[src/design/keyed_latency_stats_table_defines.svh]
`ifndef KEYED_LATENCY_STATS_TABLE_DEFINES_SVH
`define KEYED_LATENCY_STATS_TABLE_DEFINES_SVH

// same-cycle check
`define KLS_ASSERT_NOW(lbl, pre, post, msg) \
	lbl: assert property (@(posedge clk) disable iff (!arst_n) (pre) |-> (post)) else $error(msg);

// next-cycle check
`define KLS_ASSERT_NEXT(lbl, pre, post, msg) \
	lbl: assert property (@(posedge clk) disable iff (!arst_n) (pre) |=> (post)) else $error(msg);

`endif

[src/design/kls_pkg.sv]
package kls_pkg;

	localparam int KEY_W       = 32;
	localparam int CALLS_W     = 32;
	localparam int WIDE_W      = 64;
	localparam int NUM_SLOTS_D = 32;

	localparam logic KIND_RECORD = 1'b0;
	localparam logic KIND_DUMP   = 1'b1;

	typedef struct packed {
		logic [KEY_W-1:0]   key;
		logic [CALLS_W-1:0] calls;
		logic [WIDE_W-1:0]  total;
		logic [WIDE_W-1:0]  worst;
	} slot_t;

	typedef struct packed {
		logic grant;
		logic shift;
	} cell_ctl_t;

	typedef enum logic [1:0] {
		ST_IDLE,
		ST_REC,
		ST_DUMP,
		ST_SPILL
	} state_t;

endpackage

[src/design/kls_cell.sv]
module kls_cell (
	input  logic                       clk,
	input  logic                       arst_n,
	input  kls_pkg::cell_ctl_t         ctl,
	input  logic [kls_pkg::KEY_W-1:0]  code,
	input  logic [kls_pkg::WIDE_W-1:0] dur,
	input  kls_pkg::slot_t             from_next,
	output kls_pkg::slot_t             slot,
	output logic                       hit
);

	logic [kls_pkg::KEY_W-1:0]   key_q;
	logic [kls_pkg::CALLS_W-1:0] calls_q;
	logic [kls_pkg::WIDE_W-1:0]  total_q;
	logic [kls_pkg::WIDE_W-1:0]  worst_q;
	logic                        empty;

	assign empty = (calls_q == '0);
	assign hit   = empty || (key_q == code);

	assign slot.key   = key_q;
	assign slot.calls = calls_q;
	assign slot.total = total_q;
	assign slot.worst = worst_q;

	always_ff @(posedge clk) begin
		if (ctl.shift) begin
			key_q <= from_next.key;
		end else if (ctl.grant && empty) begin
			key_q <= code;
		end
	end

	always_ff @(posedge clk or negedge arst_n) begin
		if (!arst_n) begin
			calls_q <= '0;
			total_q <= '0;
			worst_q <= '0;
		end else if (ctl.shift) begin
			calls_q <= from_next.calls;
			total_q <= from_next.total;
			worst_q <= from_next.worst;
		end else if (ctl.grant) begin
			if (calls_q != '1) begin
				calls_q <= calls_q + 1'b1;
			end
			total_q <= total_q + dur;
			if (dur > worst_q) begin
				worst_q <= dur;
			end
		end
	end

endmodule

[config.mk]
export PLATFORM = sky130hd
export DESIGN_NAME = kls_cell
export DESIGN_NICKNAME = d
export VERILOG_FILES = /design/src/design/keyed_latency_stats_table_defines.svh /design/src/design/kls_pkg.sv /design/src/design/kls_cell.sv
export SDC_FILE = /design/constraint.sdc
export NUM_CORES = 1
export LEC_CHECK = 0
export ABC_AREA = 1
export BUFFER_PORTS_ARGS = -buffer_cell sky130_fd_sc_hd__buf_4
export CORE_AREA = 3 3 197 199
export CTS_CLUSTER_SIZE = 28
export DETAILED_ROUTE_END_ITERATION = 12
export DIE_AREA = 0 0 200 202
export PLACE_DENSITY_LB_ADDON = 0.2
export SLEW_MARGIN = 15
export SYNTH_ARGS = -nofsm -noshare
export SYNTH_HDL_FRONTEND = slang
export SYNTH_SLANG_ARGS = --single-unit
[constraint.sdc]
create_clock -name clk -period 3.65 [get_ports clk]
set_input_delay 0.73 -clock clk [delete_from_list [all_inputs] [get_ports clk]]
set_output_delay 0.73 -clock clk [all_outputs]
set_load 0.005 [all_outputs]
==> impl.org <==
** Logic synthesis
- Mapped Cells :: 2588
- Counting flops and latches in the post-synthesis netlist gives 192.
- Share of the synthesized area in the top cell type :: 0.2396
- Count of synthesis-stage warnings from yosys :: 0
- Asr flop ratio synth :: 0.8333
- Synth top area cells :: dfrtp_1 24%, nand2_1 22%, ha_1 9.7%, inv_1 7.1%, edfxtp_1 5.7%
- Counting distinct cell types in the post-synthesis netlist gives 46.
- Leading register cell type out of synthesis :: dfrtp_1
- Number of enable-type register cells in the synthesized netlist :: 32
- Number of nets in the synthesized netlist :: 3010
- Dividing the synthesized area by the synthesized cell count gives 6.458 sq um.
- For this run, the register share of the synthesized area comes to 0.2971.
- Counting instances in the post-synthesis netlist gives the leading cell types as 988 x nand2_1, 318 x inv_1, 198 x nor2_1.
- Post-Synthesis Cell Area :: 0.01671 sq mm
- Most instantiated library cell after synthesis :: nand2_1
- The largest total area in the synthesized netlist belongs to dfrtp_1.

** Floorplan
- During I/O placement, the number of pins put on the boundary was 485.
- The die covers 0.04040 sq mm.
- Horizontal die dimension :: 200 microns
- Number of cell rows :: a little over 70
- Overall die height :: 202 microns
- The core region is 0.03740 sq mm.
- Effective utilization at floorplan :: 0.4469

** Drt
- Final wirelength :: 69690 microns
- The count of nets left with antenna violations once routing finished came out at 0.
- DRC violation total after the first TritonRoute iteration :: 1424
- For this run, design rule violations remaining after detail routing come to 0.
- Across all layers, the routed design uses around 19000 vias.
- After detailed routing, the number of vias per cell comes to 5.327.
- Routed length per instance :: 19.58 microns
- TritonRoute pass-1 iters :: 8

** Power and ir drop
- Of the total power, the share spent switching nets is 0.4233.
- Of the total power, registers draw 0.331.
- Cell-internal power :: 4.928 mW
- Power spread over the standard cell area amounts to around 400 mW/mm^2.
- Summed over all cells, the static leakage comes to about 11 nW.
- The share of total power dissipated in the clock network is 0.216.
- Max IR drop VDD :: 0.3258 mV
- Switching power total :: 3.618 mW
- The share of total power dissipated in combinational logic is 0.453.

** Job
- Reported max-cap violation count :: 0

** CTS
- Cts hold-fix bufs :: 0
- TritonCTS clock tree :: done
- Quantity of gates resized following cts :: 0
- CTS saw 192 sinks.
- The H-tree was split into 4 levels.
- Insertion delay to the later sink of the worst-skew pair :: roughly 0.46 ns
- Number of CTS-inserted buffers :: 17
- Clock slew seen by the registers of the worst setup and hold paths :: 0.07 ns
- No sink is reached through more buffers than the 2 on the longest clock path.
- In this run the clock root is driven by a clkbuf_16.
- In this run the post-CTS setup repair buffer count came out at 0.

** Worst setup path
- Of all nets on the critical path, the largest fanout is 5.
- Kind of end point of the critical path :: primary output
- The number of cells on the worst reg-to-reg path is 14.
- The critical path is of the reg2out type.
- Required time reported for the critical path endpoint :: 2.92 ns
- The worst setup path is launched from a register.
- Data arrival time of the critical path :: about 2.4 ns

** STA
- Share of the cycle needed by the critical path after routing :: 0.8641
- Period minus WS final :: 3.154 ns
- Setup repair after global routing left no endpoint under its margin.
- For the final routed database, the setup TNS stands at 0 ns.
- Setup violations remaining at the end of the flow were counted as 0.
- Slew at the pin with the worst max-slew slack :: 0.9388 ns
- The worst pin sits at a relative slew slack of 0.3742.
- Worst clock skew on the final layout :: 0.01139 ns
- The max-slew violation count was 0.
- The number of hold violations in the final report came to 0.
- Timing would allow up to 317.1 MHz.

** Global route
- The first global-routing pass estimated between 100000 and 150000 microns of wire.
- Summed over all layers, the global routing overflow is 0.
- Number of antenna violations at the first check in global routing :: 3
- Via count of the first global-routing pass :: 18300
- Maximum number of pins on one net before global-route repair :: ~100
- In the global route stage, overall resource usage came out at 0.3341.

** Layout
- At the end of the flow, the number of nets in the layout was 3455.
- After routing the design area is 0.02134 sq mm.
- In the final layout, the share of cells above drive strength 1 is 0.1832.
- Count of placed standard cells in the final layout, fillers left out :: about 3600
- Area growth syn-to-layout :: 27.69%

** Placement
- In this run, placement finished with an instance count of 3525.
- Sum of net half-perimeters after detailed placement :: 56510 microns
- The congestion estimate from routability-driven global placement came to between 0.9 and 1.
- Summing all placed instances gives a cell area of ~0.021 sq mm.
- In this run the tool buffered the top-level ports with 484 buffer cells.

** Status
- Status :: finished clean

** Min path
- The worst hold path belongs to the class in2async.
==> cell families after synthesis <==
group,count (synthesis),share of synthesized area
buffers and inverters,396,0.09463
xor gates and xnor gates,64,0.03354
DFF,192,0.2971
AOI/OAI and AO/OA,343,0.1184
and+or+nand+nor,1463,0.3586
adders and majority gates,130,0.09778
==> flip-flops by register name, summed over array words and instances, names as in the netlist <==
signal and count:
key_q 32, worst_q 64, calls_q 32, total_q 64
==> layer usage <==
metal	global-route usage	routed length [microns]	vias to the layer above
li1	-	-	9231
met1	0.4343	28830	8855
met2	0.5519	32550	749
met3	0.06418	5762	123
met4	0.1219	2530	2
met5	0	13	-
==> area by class of cell <==
type	instances	area, sq um
multi-input cells	2000	10180
diodes	2	5.005
flip-flops and latches	192	4965
repair buffers	500	3811
fillers	3793	16060
well taps	511	639.4
clock buffers	21	440.4
clock inverters	11	83.83
inverters	322	1214
==> power groups by stage <==
stage	clock network (mW)	registers, mW	logic [mW]
after floorplan	0	2.79	2.16
after global placement	0	2.85	3.79
after detailed placement	0	2.86	3.82
after CTS	1.85	2.82	3.84
after global routing	1.92	2.86	4.30
final	1.84	2.83	3.87
==> through the flow <==
step	utilization	power [mW]	hold WS (ns)	worst slack, ns
final	0.5706	8.546	0.05828	0.4960
after global routing	0.5706	9.089	0.04451	0.4051
after CTS	0.5705	8.519	0.04206	0.5050
after detailed placement	0.5565	6.681	0.5249	0.6302
after global placement	0.5565	6.636	0.5118	0.6578
after floorplan	-	4.953	0.4344	0.6613
==> worst max-delay path, cell delays in order, from the launching register on <==
cell,delay (ns)
dfrtp_1,0.43
inv_1,0.09
ha_1,0.21
nand4_1,0.11
nor4_1,0.50
nand4_1,0.33
nand2_1,0.16
buf_4,0.13
==> placed cells by master, fill, tap and decap left out, types with 4 or more instances in the layout <==
cell        count
nand2_1       987
buf_4         494
inv_1         317
nor2_1        196
nand3_1       175
dfrtp_1       160
ha_1          129
a21oi_1       128
o21ai_0        94
xnor2_1        52
a22oi_1        41
nand4_1        32
edfxtp_1       32
nor3_1         28
o211ai_1       21
o21ai_1        19
clkbuf_16      17
nand3b_1       14
xor2_1         12
a31oi_1        10
o21bai_1        9
nor4_1          8
nand2_2         5
inv_2           4
or2_2           4
nor2_4          4
o21a_1          4
o211ai_2        4
clkinvlp_4      4
clkbuf_1        4
buf_12          4
==> final timing paths <==
check / from / endpoint / slack [ns]
worst min-delay path: arst_n / calls_q[0]$_DFFE_PN0P_ / 0.06
worst min register to register: worst_q[18]$_DFFE_PN0P_ / worst_q[18]$_DFFE_PN0P_ / 0.55
worst max register to register: total_q[0]$_DFFE_PN0P_ / total_q[40]$_DFFE_PN0P_ / 0.96
min in group clk: from_next[65] / total_q[1]$_DFFE_PN0P_ / 0.48
worst max-delay path: calls_q[0]$_DFFE_PN0P_ / hit / 0.50
max in group asynchronous: arst_n / total_q[47]$_DFFE_PN0P_ / 2.66
Power figures use the tool's default switching activity.
